File: config.mk
export PLATFORM = sky130hd
export DESIGN_NAME = servo_command_slew_controller_top
export DESIGN_NICKNAME = d
export VERILOG_FILES = /design/src/hw/rtl/scsc_pkg.sv /design/src/hw/rtl/scsc_core.sv /design/src/hw/rtl/scsc_expand.sv /design/src/hw/rtl/servo_command_slew_controller_top.sv
export SDC_FILE = /design/constraint.sdc
export NUM_CORES = 1
export LEC_CHECK = 0
export ABC_AREA = 1
export BUFFER_PORTS_ARGS = -buffer_cell sky130_fd_sc_hd__buf_4
export CORE_MARGIN = 5
export CORE_UTILIZATION = 30
export CTS_CLUSTER_SIZE = 16
export DETAILED_ROUTE_END_ITERATION = 10
export GPL_ROUTABILITY_DRIVEN = 0
export PLACE_DENSITY = 0.48
export SLEW_MARGIN = 40
export SYNTH_ARGS = -nofsm -noshare
export SYNTH_HDL_FRONTEND = slang
export SYNTH_HIERARCHICAL = 1
export SYNTH_SLANG_ARGS = --single-unit
File: constraint.sdc
create_clock -name clk -period 10.6 [get_ports clk]
set_clock_uncertainty 0.1 [all_clocks]
set_input_delay 1.59 -clock clk [delete_from_list [all_inputs] [get_ports clk]]
set_output_delay 1.59 -clock clk [all_outputs]
set_load 0.01 [all_outputs]
File: src/hw/rtl/scsc_pkg.sv
// Shared types, result codes, character codes and range tables of the servo slew controller.
package scsc_pkg;

  localparam int MAX_CH = 8;

  localparam logic [2:0] RC_OK      = 3'd0;
  localparam logic [2:0] RC_RANGE   = 3'd1;
  localparam logic [2:0] RC_UNKNOWN = 3'd2;
  localparam logic [2:0] RC_HELP    = 3'd3;
  localparam logic [2:0] RC_STATUS  = 3'd4;
  localparam logic [2:0] RC_STEP    = 3'd5;
  localparam logic [2:0] RC_DONE    = 3'd6;
  localparam logic [2:0] RC_READY   = 3'd7;

  localparam logic       REG_STEP_INTERVAL   = 1'b0;
  localparam logic [9:0] STEP_INTERVAL_RESET = 10'd20;

  localparam logic [9:0]  NUM_CAP  = 10'd1023;
  localparam logic [9:0]  STEP_CAP = 10'd1023;
  localparam logic [12:0] IDLE_CAP = 13'd8191;

  localparam logic [7:0] CHAR_NUL   = 8'h00;
  localparam logic [7:0] CHAR_TAB   = 8'h09;
  localparam logic [7:0] CHAR_LF    = 8'h0A;
  localparam logic [7:0] CHAR_VT    = 8'h0B;
  localparam logic [7:0] CHAR_FF    = 8'h0C;
  localparam logic [7:0] CHAR_CR    = 8'h0D;
  localparam logic [7:0] CHAR_SPACE = 8'h20;
  localparam logic [7:0] CHAR_PLUS  = 8'h2B;
  localparam logic [7:0] CHAR_MINUS = 8'h2D;
  localparam logic [7:0] CHAR_ZERO  = 8'h30;
  localparam logic [7:0] CHAR_NINE  = 8'h39;
  localparam logic [7:0] CHAR_QMARK = 8'h3F;
  localparam logic [7:0] CHAR_A     = 8'h41;
  localparam logic [7:0] CHAR_G     = 8'h47;
  localparam logic [7:0] CHAR_H     = 8'h48;
  localparam logic [7:0] CHAR_LC_A  = 8'h61;
  localparam logic [7:0] CHAR_LC_Z  = 8'h7A;
  localparam logic [7:0] CASE_SHIFT = 8'h20;

  typedef struct packed {
    logic       req_type;
    logic [7:0] byte_value;
  } in_item_t;

  typedef struct packed {
    logic [2:0] result_code;
    logic [2:0] servo_id;
    logic [7:0] angle;
    logic [7:0] range_min;
    logic [7:0] range_max;
    logic [9:0] speed_report;
    logic       last;
  } out_item_t;

  // Describes every result one item causes: either a list over all servos,
  // or an optional single result followed by an optional ready hint.
  typedef struct packed {
    logic                   is_list;
    logic [2:0]             list_code;
    logic                   has_a;
    logic [2:0]             a_code;
    logic [2:0]             a_id;
    logic [7:0]             a_angle;
    logic                   has_ready;
    logic [MAX_CH-1:0][7:0] angles;
    logic [9:0]             speed;
  } desc_t;

  function automatic logic [7:0] range_lo(input logic [2:0] id);
    logic [7:0] r;
    case (id)
      3'd1:    r = 8'd45;
      3'd3:    r = 8'd90;
      3'd5:    r = 8'd90;
      default: r = 8'd0;
    endcase
    return r;
  endfunction

  function automatic logic [7:0] range_hi(input logic [2:0] id);
    logic [7:0] r;
    case (id)
      3'd1:    r = 8'd90;
      3'd2:    r = 8'd85;
      default: r = 8'd180;
    endcase
    return r;
  endfunction

endpackage

File: src/hw/rtl/scsc_core.sv
// Input register, line parser and servo slew state; produces at most one result descriptor per item.
module scsc_core import scsc_pkg::*; #(
  parameter int NUM_CHANNELS = 6,
  parameter int LINE_LIMIT   = 31,
  parameter int READY_PERIOD = 5000
) (
  input  logic       clk,
  input  logic       rst,
  input  logic       req_valid,
  output logic       req_stall,
  input  in_item_t   req,
  input  logic [9:0] step_interval,
  output logic       desc_valid,
  input  logic       desc_ready,
  output desc_t      desc
);

  localparam int CC_W = $clog2(LINE_LIMIT + 1);
  localparam int CH_W = (NUM_CHANNELS > 1) ? $clog2(NUM_CHANNELS) : 1;

  localparam logic [1:0] PH_SKIP   = 2'd0;
  localparam logic [1:0] PH_SIGN   = 2'd1;
  localparam logic [1:0] PH_DIGITS = 2'd2;
  localparam logic [1:0] PH_END    = 2'd3;

  logic            s1_valid;
  in_item_t        s1;
  logic            go;

  logic [7:0]      first_char, first_char_next;
  logic [CC_W-1:0] char_count, char_count_next;
  logic [9:0]      num_value, num_value_next;
  logic [1:0]      num_phase, num_phase_next;
  logic            num_negative, num_negative_next;
  logic            nul_second, nul_second_next;
  logic [7:0]      current_angle [NUM_CHANNELS];
  logic [7:0]      current_angle_next [NUM_CHANNELS];
  logic [7:0]      target_angle [NUM_CHANNELS];
  logic [7:0]      target_angle_next [NUM_CHANNELS];
  logic            active_valid, active_valid_next;
  logic [2:0]      active_index, active_index_next;
  logic [9:0]      step_elapsed, step_elapsed_next;
  logic [12:0]     idle_elapsed, idle_elapsed_next;

  assign go        = s1_valid && desc_ready;
  assign req_stall = s1_valid && !desc_ready;

  always_comb begin
    logic [7:0]  c;
    logic [7:0]  upper;
    logic [7:0]  sid_full;
    logic [2:0]  sid;
    logic        found;
    logic        num_ok;
    logic        digit;
    logic [13:0] num_mac;
    logic [9:0]  num_sat;
    logic [9:0]  step_inc;
    logic [12:0] idle_inc;
    logic [7:0]  cur_a;
    logic [7:0]  tgt_a;
    logic [7:0]  new_a;
    logic        act_after;

    first_char_next    = first_char;
    char_count_next    = char_count;
    num_value_next     = num_value;
    num_phase_next     = num_phase;
    num_negative_next  = num_negative;
    nul_second_next    = nul_second;
    current_angle_next = current_angle;
    target_angle_next  = target_angle;
    active_valid_next  = active_valid;
    active_index_next  = active_index;
    step_elapsed_next  = step_elapsed;
    idle_elapsed_next  = idle_elapsed;

    desc = '0;
    for (int i = 0; i < NUM_CHANNELS; i++) begin
      desc.angles[i] = current_angle[i];
    end
    desc.speed = step_interval;

    c     = s1.byte_value;
    upper = (first_char >= CHAR_LC_A && first_char <= CHAR_LC_Z) ?
            first_char - CASE_SHIFT : first_char;
    sid_full = upper - CHAR_A;
    found    = (upper >= CHAR_A) && (sid_full < 8'(NUM_CHANNELS));
    sid      = sid_full[2:0];
    num_ok   = (!num_negative || num_value == 10'd0) &&
               num_value >= {2'b00, range_lo(sid)} &&
               num_value <= {2'b00, range_hi(sid)};
    digit    = (c >= CHAR_ZERO) && (c <= CHAR_NINE);
    num_mac  = ({4'b0, num_value} << 3) + ({4'b0, num_value} << 1) + {10'b0, c[3:0]};
    num_sat  = (num_mac > {4'b0, NUM_CAP}) ? NUM_CAP : num_mac[9:0];
    step_inc = (step_elapsed == STEP_CAP) ? step_elapsed : step_elapsed + 10'd1;
    idle_inc = (idle_elapsed == IDLE_CAP) ? idle_elapsed : idle_elapsed + 13'd1;
    cur_a    = current_angle[active_index[CH_W-1:0]];
    tgt_a    = target_angle[active_index[CH_W-1:0]];
    new_a    = (cur_a < tgt_a) ? cur_a + 8'd1 : cur_a - 8'd1;
    act_after = active_valid;

    if (go) begin
      if (!s1.req_type) begin
        if (c == CHAR_LF || c == CHAR_CR) begin
          if (char_count != '0) begin
            first_char_next   = '0;
            char_count_next   = '0;
            num_value_next    = '0;
            num_phase_next    = PH_SKIP;
            num_negative_next = 1'b0;
            nul_second_next   = 1'b0;
            idle_elapsed_next = '0;
            if (first_char != CHAR_NUL) begin
              if (upper == CHAR_QMARK || upper == CHAR_H) begin
                desc.is_list   = 1'b1;
                desc.list_code = RC_HELP;
              end else if (upper == CHAR_G) begin
                desc.is_list   = 1'b1;
                desc.list_code = RC_STATUS;
              end else if (found && char_count >= CC_W'(2) && !nul_second) begin
                desc.has_a = 1'b1;
                desc.a_id  = sid;
                if (num_ok) begin
                  desc.a_code  = RC_OK;
                  desc.a_angle = num_value[7:0];
                  target_angle_next[sid[CH_W-1:0]] = num_value[7:0];
                  active_valid_next = 1'b1;
                  active_index_next = sid;
                end else begin
                  desc.a_code = RC_RANGE;
                end
              end else begin
                desc.has_a  = 1'b1;
                desc.a_code = RC_UNKNOWN;
              end
            end
          end
        end else if (char_count < CC_W'(LINE_LIMIT)) begin
          char_count_next = char_count + CC_W'(1);
          if (char_count == '0) begin
            first_char_next = c;
          end else if (c == CHAR_NUL) begin
            if (char_count == CC_W'(1)) begin
              nul_second_next = 1'b1;
            end
            num_phase_next = PH_END;
          end else if (num_phase != PH_END) begin
            if (num_phase == PH_SKIP &&
                (c == CHAR_SPACE || c == CHAR_TAB || c == CHAR_VT || c == CHAR_FF)) begin
              num_phase_next = PH_SKIP;
            end else if (num_phase == PH_SKIP && (c == CHAR_PLUS || c == CHAR_MINUS)) begin
              num_negative_next = (c == CHAR_MINUS);
              num_phase_next    = PH_SIGN;
            end else if (digit) begin
              num_value_next = num_sat;
              num_phase_next = PH_DIGITS;
            end else begin
              num_phase_next = PH_END;
            end
          end
        end
      end else begin
        step_elapsed_next = step_inc;
        idle_elapsed_next = idle_inc;
        if (active_valid && step_inc >= step_interval) begin
          step_elapsed_next = '0;
          desc.has_a = 1'b1;
          desc.a_id  = active_index;
          if (cur_a != tgt_a) begin
            current_angle_next[active_index[CH_W-1:0]] = new_a;
            desc.a_code  = RC_STEP;
            desc.a_angle = new_a;
          end else begin
            active_valid_next = 1'b0;
            act_after         = 1'b0;
            desc.a_code       = RC_DONE;
            desc.a_angle      = cur_a;
          end
        end
        if (!act_after && idle_inc > 13'(READY_PERIOD)) begin
          idle_elapsed_next = '0;
          desc.has_ready    = 1'b1;
        end
      end
    end

    desc_valid = desc.is_list || desc.has_a || desc.has_ready;
  end

  always_ff @(posedge clk) begin
    if (rst) begin
      s1_valid     <= 1'b0;
      first_char   <= '0;
      char_count   <= '0;
      num_value    <= '0;
      num_phase    <= PH_SKIP;
      num_negative <= 1'b0;
      nul_second   <= 1'b0;
      for (int i = 0; i < NUM_CHANNELS; i++) begin
        current_angle[i] <= range_lo(3'(i));
        target_angle[i]  <= range_lo(3'(i));
      end
      active_valid <= 1'b0;
      active_index <= '0;
      step_elapsed <= '0;
      idle_elapsed <= '0;
    end else begin
      if (req_valid && !req_stall) begin
        s1_valid <= 1'b1;
      end else if (go) begin
        s1_valid <= 1'b0;
      end
      first_char    <= first_char_next;
      char_count    <= char_count_next;
      num_value     <= num_value_next;
      num_phase     <= num_phase_next;
      num_negative  <= num_negative_next;
      nul_second    <= nul_second_next;
      current_angle <= current_angle_next;
      target_angle  <= target_angle_next;
      active_valid  <= active_valid_next;
      active_index  <= active_index_next;
      step_elapsed  <= step_elapsed_next;
      idle_elapsed  <= idle_elapsed_next;
    end
  end

  always_ff @(posedge clk) begin
    if (req_valid && !req_stall) begin
      s1 <= req;
    end
  end

  a_line_bound: assert property (@(posedge clk) disable iff (rst)
    char_count <= CC_W'(LINE_LIMIT))
    else $error("Stored line length exceeds its limit.");

  a_active_index: assert property (@(posedge clk) disable iff (rst)
    active_valid |-> {1'b0, active_index} < 4'(NUM_CHANNELS))
    else $error("Active servo index is outside the configured channels.");

endmodule

File: src/hw/rtl/scsc_expand.sv
// Descriptor buffer and result sequencer: one result per cycle to the output register unless stalled.
module scsc_expand import scsc_pkg::*; #(
  parameter int NUM_CHANNELS = 6
) (
  input  logic      clk,
  input  logic      rst,
  input  logic      desc_valid,
  output logic      desc_ready,
  input  desc_t     desc,
  output logic      rsp_valid,
  input  logic      rsp_stall,
  output out_item_t rsp
);

  localparam logic [2:0] CNT_LAST = 3'(NUM_CHANNELS - 1);

  logic      pend_valid;
  desc_t     pend;
  logic      cur_valid;
  desc_t     cur;
  logic [2:0] cnt;

  logic      emit;
  logic      final_one;
  logic      take_pend;
  out_item_t result;

  always_comb begin
    result = '0;
    if (cur.is_list) begin
      result.result_code = cur.list_code;
      result.servo_id    = cnt;
      if (cur.list_code == RC_STATUS) begin
        result.angle        = cur.angles[cnt];
        result.speed_report = cur.speed;
      end
      final_one = (cnt == CNT_LAST);
    end else if (cnt == 3'd0) begin
      result.result_code = cur.a_code;
      result.servo_id    = cur.a_id;
      result.angle       = cur.a_angle;
      final_one          = !cur.has_ready;
    end else begin
      result.result_code = RC_READY;
      final_one          = 1'b1;
    end
    if (result.result_code != RC_UNKNOWN && result.result_code != RC_READY) begin
      result.range_min = range_lo(result.servo_id);
      result.range_max = range_hi(result.servo_id);
    end
    result.last = final_one;

    emit       = cur_valid && (!rsp_valid || !rsp_stall);
    take_pend  = pend_valid && (!cur_valid || (emit && final_one));
    desc_ready = !pend_valid || take_pend;
  end

  always_ff @(posedge clk) begin
    if (rst) begin
      pend_valid <= 1'b0;
      cur_valid  <= 1'b0;
      cnt        <= '0;
      rsp_valid  <= 1'b0;
    end else begin
      if (desc_valid && desc_ready) begin
        pend_valid <= 1'b1;
      end else if (take_pend) begin
        pend_valid <= 1'b0;
      end

      if (take_pend) begin
        cur_valid <= 1'b1;
        cnt       <= (pend.is_list || pend.has_a) ? 3'd0 : 3'd1;
      end else if (emit && final_one) begin
        cur_valid <= 1'b0;
      end else if (emit) begin
        cnt <= cnt + 3'd1;
      end

      if (emit) begin
        rsp_valid <= 1'b1;
      end else if (!rsp_stall) begin
        rsp_valid <= 1'b0;
      end
    end
  end

  always_ff @(posedge clk) begin
    if (desc_valid && desc_ready) begin
      pend <= desc;
    end
    if (take_pend) begin
      cur <= pend;
    end
    if (emit) begin
      rsp <= result;
    end
  end

  a_list_count: assert property (@(posedge clk) disable iff (rst)
    cur_valid && cur.is_list |-> cnt <= CNT_LAST)
    else $error("List counter ran past the last servo.");

  a_refill: assert property (@(posedge clk) disable iff (rst)
    pend_valid && !cur_valid |=> cur_valid)
    else $error("Pending descriptor was not moved into the empty sequencer.");

  a_speed_only_status: assert property (@(posedge clk) disable iff (rst)
    rsp_valid && rsp.result_code != RC_STATUS |-> rsp.speed_report == 10'd0)
    else $error("Speed reported on a result other than a status entry.");

endmodule

File: src/hw/rtl/servo_command_slew_controller_top.sv
// Top level of the servo command and slew controller with its configuration register port.
//
// Items on the req channel are either received command bytes or one-millisecond
// ticks; results leave on the rsp channel. An item is taken at a clock edge where
// its valid is high and its stall is low. Bytes build a command line that is parsed
// as it arrives and acted on at CR or LF; ticks slew the active servo by one degree
// per step interval and raise a ready hint after a long idle period.
// One item is accepted every cycle as long as rsp_stall is low and each item
// yields at most one result. A help or status line yields one result per servo,
// one per cycle while rsp_stall is low, and the sequencer then holds req_stall
// high until it has room for a further item. The first result of an item passes
// the input, descriptor buffer, sequencer and output registers on its way to rsp.
// When the receiver stalls, the output register holds its item and the stall
// backs up through the descriptor buffer to req_stall.
// Reset clears the line, returns every servo to its range minimum with no servo
// active, clears both millisecond counters and sets the step interval to 20 ms.
// The step interval register sits at byte address 0 of the APB-style port.
module servo_command_slew_controller_top import scsc_pkg::*; #(
  parameter int NUM_CHANNELS = 6,
  parameter int LINE_LIMIT   = 31,
  parameter int READY_PERIOD = 5000
) (
  input  logic        clk,
  input  logic        rst,
  input  logic        req_valid,
  output logic        req_stall,
  input  in_item_t    req,
  output logic        rsp_valid,
  input  logic        rsp_stall,
  output out_item_t   rsp,
  input  logic        psel,
  input  logic        penable,
  input  logic        pwrite,
  input  logic [2:0]  paddr,
  input  logic [31:0] pwdata,
  output logic [31:0] prdata,
  output logic        pready
);

  logic [9:0] step_interval;
  logic       desc_valid;
  logic       desc_ready;
  desc_t      desc;

  assign pready = 1'b1;
  assign prdata = (paddr[2] == REG_STEP_INTERVAL) ? {22'b0, step_interval} : 32'b0;

  always_ff @(posedge clk) begin
    if (rst) begin
      step_interval <= STEP_INTERVAL_RESET;
    end else if (psel && penable && pwrite && pready && paddr[2] == REG_STEP_INTERVAL) begin
      step_interval <= pwdata[9:0];
    end
  end

  scsc_core #(
    .NUM_CHANNELS (NUM_CHANNELS),
    .LINE_LIMIT   (LINE_LIMIT),
    .READY_PERIOD (READY_PERIOD)
  ) u_core (
    .clk           (clk),
    .rst           (rst),
    .req_valid     (req_valid),
    .req_stall     (req_stall),
    .req           (req),
    .step_interval (step_interval),
    .desc_valid    (desc_valid),
    .desc_ready    (desc_ready),
    .desc          (desc)
  );

  scsc_expand #(
    .NUM_CHANNELS (NUM_CHANNELS)
  ) u_expand (
    .clk        (clk),
    .rst        (rst),
    .desc_valid (desc_valid),
    .desc_ready (desc_ready),
    .desc       (desc),
    .rsp_valid  (rsp_valid),
    .rsp_stall  (rsp_stall),
    .rsp        (rsp)
  );

endmodule

---- Yosys cells after proc, flatten, opt, wreduce, memory -nomap -nowiden ----
Cells that the tools add are included.
cells by class
  add/sub/neg operators ................... 10
  order comparisons ....................... 19
  equal/unequal tests ..................... 37
  multiplexer cells ....................... 116
  bitwise operators ....................... 10
  reductions and logical operators ........ 88
operators with widths
  kind                                                   number
  two-way mux 10 bit                                     13
  two-way mux 8 bit                                      16
  bitwise mux 48 bit                                     2
  binary-select mux 8 bit (select 3 bit)                 3
  two-way mux 13 bit                                     5
  two-way mux 15 bit                                     4
  two-way mux 19 bit                                     3
  demux 8 bit (select 3 bit)                             2
  == test 8 x 4 -> 1 bit, second input constant          5
  two-way mux 1 bit                                      40
  == test 8 x 6 -> 1 bit, second input constant          4
  one-hot mux 8 bit (2 select lines)                     2
  nonzero test 2 bit                                     16
  one-hot mux 7 bit (2 select lines)                     2
  logical AND 1 bit                                      24
  two-way mux 11 bit                                     2
  two-way mux 20 bit                                     1
  two-way mux 2 bit                                      9
  AND reduction 9 bit                                    2
  == test 8 x 7 -> 1 bit, second input constant          2
  >= comparator 8 x 7 -> 1 bit, second input constant    2
  inequality test 2 x 1 -> 1 bit, second input constant  8
  two-way mux 3 bit                                      5
  two-way mux 5 bit                                      3
  60 further kinds                                       105
storage, ports and cells
  flip-flop bits (word level) ............. 372
  input port bits ......................... 51
  output and inout port bits .............. 76

---- Longest topological paths before layout ----
  depth after elaboration ................. 23
  mapped depth ............................ 27
  mapped depth without buffers ............ 26

---- By module ----
Netlist, hierarchy kept.
modules (own cells, without submodules)
  module                             times used  cells an instance  area an instance (um2)
  scsc_core                          1           1474               10279.9
  scsc_expand                        1           471                7990.2
  servo_command_slew_controller_top  1           111                708.2

---- Worst setup path after synthesis ----
OpenSTA, ideal clock, no wires.
  path type ............................... in2reg
  start point ............................. in rsp_stall
  end point ............................... reg u_expand/pend[0] in the netlist's numbering (enable)
  data arrival time ....................... 9141 ps
  required time ........................... 9923 ps
  setup slack ............................. 782 ps
  cell stages on the path ................. 13
  path through ............................ nand2_1 -> inv_1 -> nor2_1 -> nand2_1 -> nand3_1 -> nand2_1 -> nor2_1 -> clkinv_1 -> nor2_1 -> clkinv_1 -> nand3_1 -> inv_1 -> a21oi_1
between the ends
  word-level cells in the longest chain between the ends .. 12
ends and longest elaborated chain
  what                  RTL line                                 source
  start, declared       servo_command_slew_controller_top.sv:29  input logic rsp_stall,
  zero test 1 bit *     scsc_expand.sv:53                        emit = cur_valid && (!rsp_valid || !rsp_stall);
  logical OR 1 bit *    scsc_expand.sv:53
  logical AND 1 bit *   scsc_expand.sv:53
  via u_expand.emit     scsc_expand.sv:23                        logic emit;
  logical AND 1 bit *   scsc_expand.sv:54                        take_pend = pend_valid && (!cur_valid || (emit && final_one));
  logical OR 1 bit *    scsc_expand.sv:54
  logical AND 1 bit *   scsc_expand.sv:54
  logical OR 1 bit *    scsc_expand.sv:55                        desc_ready = !pend_valid || take_pend;
  via desc_ready        servo_command_slew_controller_top.sv:42  logic desc_ready;
  logical AND 1 bit *   scsc_core.sv:45                          assign go = s1_valid && desc_ready;
  two-way mux 20 bit *  scsc_core.sv:103                         if (go) begin
  logical OR 1 bit      scsc_core.sv:188                         desc_valid = desc.is_list || desc.has_a || desc.has_ready;
  logical OR 1 bit *    scsc_core.sv:188
  via desc_valid        servo_command_slew_controller_top.sv:41  logic desc_valid;
  logical AND 1 bit *   scsc_expand.sv:89                        if (desc_valid && desc_ready) begin
  end signal, assigned  scsc_expand.sv:90                        pend <= desc;
  end, declared         scsc_expand.sv:18                        desc_t pend;
The timed path passes the listed nets; every way through them passes the cells marked *.
A chain may end at the register's enable or synchronous reset.

==> results.toml <==
[status]
status = "completed"

[timing]
final-setup-viol-count = 0
hold_ws_ns = 0.303
fin_setup_tns_ns = 0
slew_headroom_pct = 38.8
finalHoldViolCount = 0
maxSlewViolCount = 0
fmax_mhz = 178
worst_pin_slew_ns = 0.895
period_minus_slack_ns = 5.61
rsz0062_at_grt = "false"
min_period_over_period_pct = 52.9

[critical_path]
path_delay_family = "simple AND/OR/NAND/NOR gates"
crit_fanout = 65
path_buf_inv = 7
crit_chain = "buf_4, nand2_1, inv_1, nor2_4, nand2_1, nand3_1, nand2_1, nor2_1, clkinv_1, nor2_1, clkinv_1, nand3_1, inv_1, a21oi_4, buf_8, buf_12"
cp-start-kind = "primary input"
crit_arrival_ns = 5.73
critPathSlowestCell = "clkinv_1"
critPathKind = "primary input to flip-flop"
endpoint_kind = "flip-flop"
worst_path_largest_cell_delay_ns = 0.74
path_common_cell = "nand2_1"
required_ns = 10.72

[route]
num_vias = 13704
antenna_left = 0
finalWirelength_um = 46500
drc = 0
detail_route.first_pass.iterations = 5
drtIter0Drc = 850
routedWlPerCell_um = 15.5
vias_per_cell = 4.56

[yosys]
synthTopCellsByArea = "edfxtp_1 (36%), dfxtp_1 (18%), nand2_1 (7.2%)"
yosys_warnings = 6
yosysTopAreaCellShare_pct = 36.4
ys.flop_type = "edfxtp_1"
synthDistinctLibCells = 61
synth_area_per_cell_um2 = 9.23
async_flop_share_pct = 0
synth_most_common_cell = "nand2_1"
synth_edf_count = 230
seq_area_frac_synth_pct = 54.0
synth_top_area_cell = "edfxtp_1"
ys_ff_latch = 397
syn-cell-area_um2 = 19000
synth_common_cells = "nand2_1 (364), inv_1 (243), nor2_1 (233)"
netlist_instances = 2056

[clock_tree]
cts_buffers = 46
htreeDepth = 2
cts.repair.resized = 0
clk_pin_slew_ns = 0.06
cts_setup_buffers = 0
clkLatencyLatePin_ns = 0.58
clock_sinks = 397
cts_hold_buffers = 0
clockRootBuffer = "clkbuf_16"
cts.path.max_buffers = 3
cts_tree = "built"

[pwr]
ir_worst_vdd_mv = 0.0996
p_per_area_nw_per_um2 = 154
p_leak_nw = 8.69
p_total_mw = 3.38

[floorplan]
initial_core_util_pct = 30.2
core_um2 = 62900
num_rows = 92
pin_count = 127
die_h_um = 262
die_area_um2 = 68400
die_w_um = 262

[global_routing]
grt_max_degree = 78
track_usage_pct = 13.4
grt_pass1_wl_um = 73700
antenna_found_initial = 0
grt_overflow = 0
first_global_vias = 13257

[cells_and_area]
fin_nets = 2247
area_growth_pct = 15.4
antenna_cells = 0
drive_above_1_share_pct = 12.2

[placement]
port_buffers = 78
hpwl_um = 31800

[worst_hold_path]
hp-class = "flip-flop to flip-flop"

[flow_run]
drv.max_cap_violation_count = 0
-- power by group --
part	internal [mW]	switching [mW]	total, mW
clock	0.995	0.645	1.64
sequential	1.62	0.00921	1.63
combinational	0.0329	0.0718	0.105
-- kinds of logic after synthesis --
family,Yosys count,synth area share [%]
and+or+nand+nor,824,20.0
DFF,397,54.0
buffers and inverters,396,9.31
AOI/OAI and AO/OA,326,9.94
adders and majority gates,76,5.13
xor gates and xnor gates,32,1.52
other,4,0.0791
muxes,1,0.0593
-- layout make-up --
type | instances | area [um2]
fillers | 6433 | 40900
flip-flops and latches | 397 | 10200
multi-input cells | 1299 | 7160
clock buffers | 63 | 1320
well taps | 846 | 1060
inverters | 279 | 1050
repair buffers | 97 | 796
clock inverters | 23 | 270
-- metal layers --
metal | global-route usage (%) | part of all wire (%) | vias up
met5 | 0 | 0 | -
met4 | 3.69 | 2.5 | 0
met3 | 2.43 | 5.0 | 68
met2 | 22.3 | 47 | 294
met1 | 17.9 | 46 | 6382
li1 | - | - | 6960
-- placed cells by master (no fill, tap or decap), types with 4 or more instances in the layout --
cell	instances
nand2_1	364
inv_1	241
edfxtp_1	230
nor2_1	226
dfxtp_1	167
a21oi_1	119
o21ai_0	91
buf_4	90
nand3_1	79
ha_1	73
nand4_1	67
clkbuf_16	48
conb_1	40
inv_2	29
o22ai_1	26
xor2_1	23
o21ai_1	22
nor3_1	15
clkinv_1	12
a211oi_1	12
nor2_2	11
nand2_2	9
clkbuf_1	9
nand3_2	9
o221ai_1	9
nor2_4	8
a22oi_1	8
nor4_1	8
xnor2_1	8
o211ai_1	8
clkinv_2	7
clkbuf_8	6
nand4_4	6
bufinv_16	5
nand3b_1	5
clkinvlp_4	4
a2111oi_0	4
-- stage by stage --
stage                     cell area, um2  utilization, %  instances  setup WS [ns]
after detailed placement           20300            32.3       2917           4.43
after floorplan                    19100               -       2092          0.782
final                              21900            34.9       3004           4.99
after global routing               21900            34.9       3004           4.51
after CTS                          21900            34.8       3003           4.87
after global placement             20200            32.1       2914           3.57
-- sequential cells by signal (all words and copies together) (netlist names) --
| register | cells |
|---|---|
| step_interval | 10 |
| u_core/active_index | 3 |
| u_core/active_valid | 1 |
| u_core/char_count | 5 |
| u_core/desc | 48 |
| u_core/first_char | 8 |
| u_core/idle_elapsed | 13 |
| u_core/nul_second | 1 |
| u_core/num_negative | 1 |
| u_core/num_phase | 2 |
| u_core/num_value | 10 |
| u_core/s1 | 9 |
| u_core/s1_valid | 1 |
| u_core/step_elapsed | 10 |
| u_core/target_angle | 48 |
| u_expand/cnt | 3 |
| u_expand/cur | 93 |
| u_expand/cur_valid | 1 |
| u_expand/pend | 94 |
| u_expand/pend_valid | 1 |
| u_expand/rsp | 34 |
| u_expand/rsp_valid | 1 |
-- final timing paths --
path,slack [ns],end,start,depth (start not counted)
worst max-delay path,4.99,u_expand/pend[70],rsp_stall,16
worst min-delay path,0.30,u_expand/cur[33],u_expand/pend[33],0
worst max register to register,5.04,u_expand/pend[70],u_expand/cnt[0],18
worst min register to register,0.30,u_expand/cur[33],u_expand/pend[33],0
-- worst reg2reg max path, cell delays in order (launching register included) --
cell and delay [ns]:
dfxtp_1 0.31, buf_4 0.36, inv_2 0.39, ha_1 0.38, nand3_1 0.09, nand2_1 0.10, nand2_1 0.11, nand2_1 0.06
nand3_1 0.22, nand2_1 0.13, nor2_1 0.34, clkinv_1 0.74, nor2_1 0.36, clkinv_1 0.33, nand3_1 0.26, inv_1 0.11
a21oi_4 0.23, buf_8 0.20, buf_12 0.32
No activity file was read; power rests on OpenSTA's default activity.
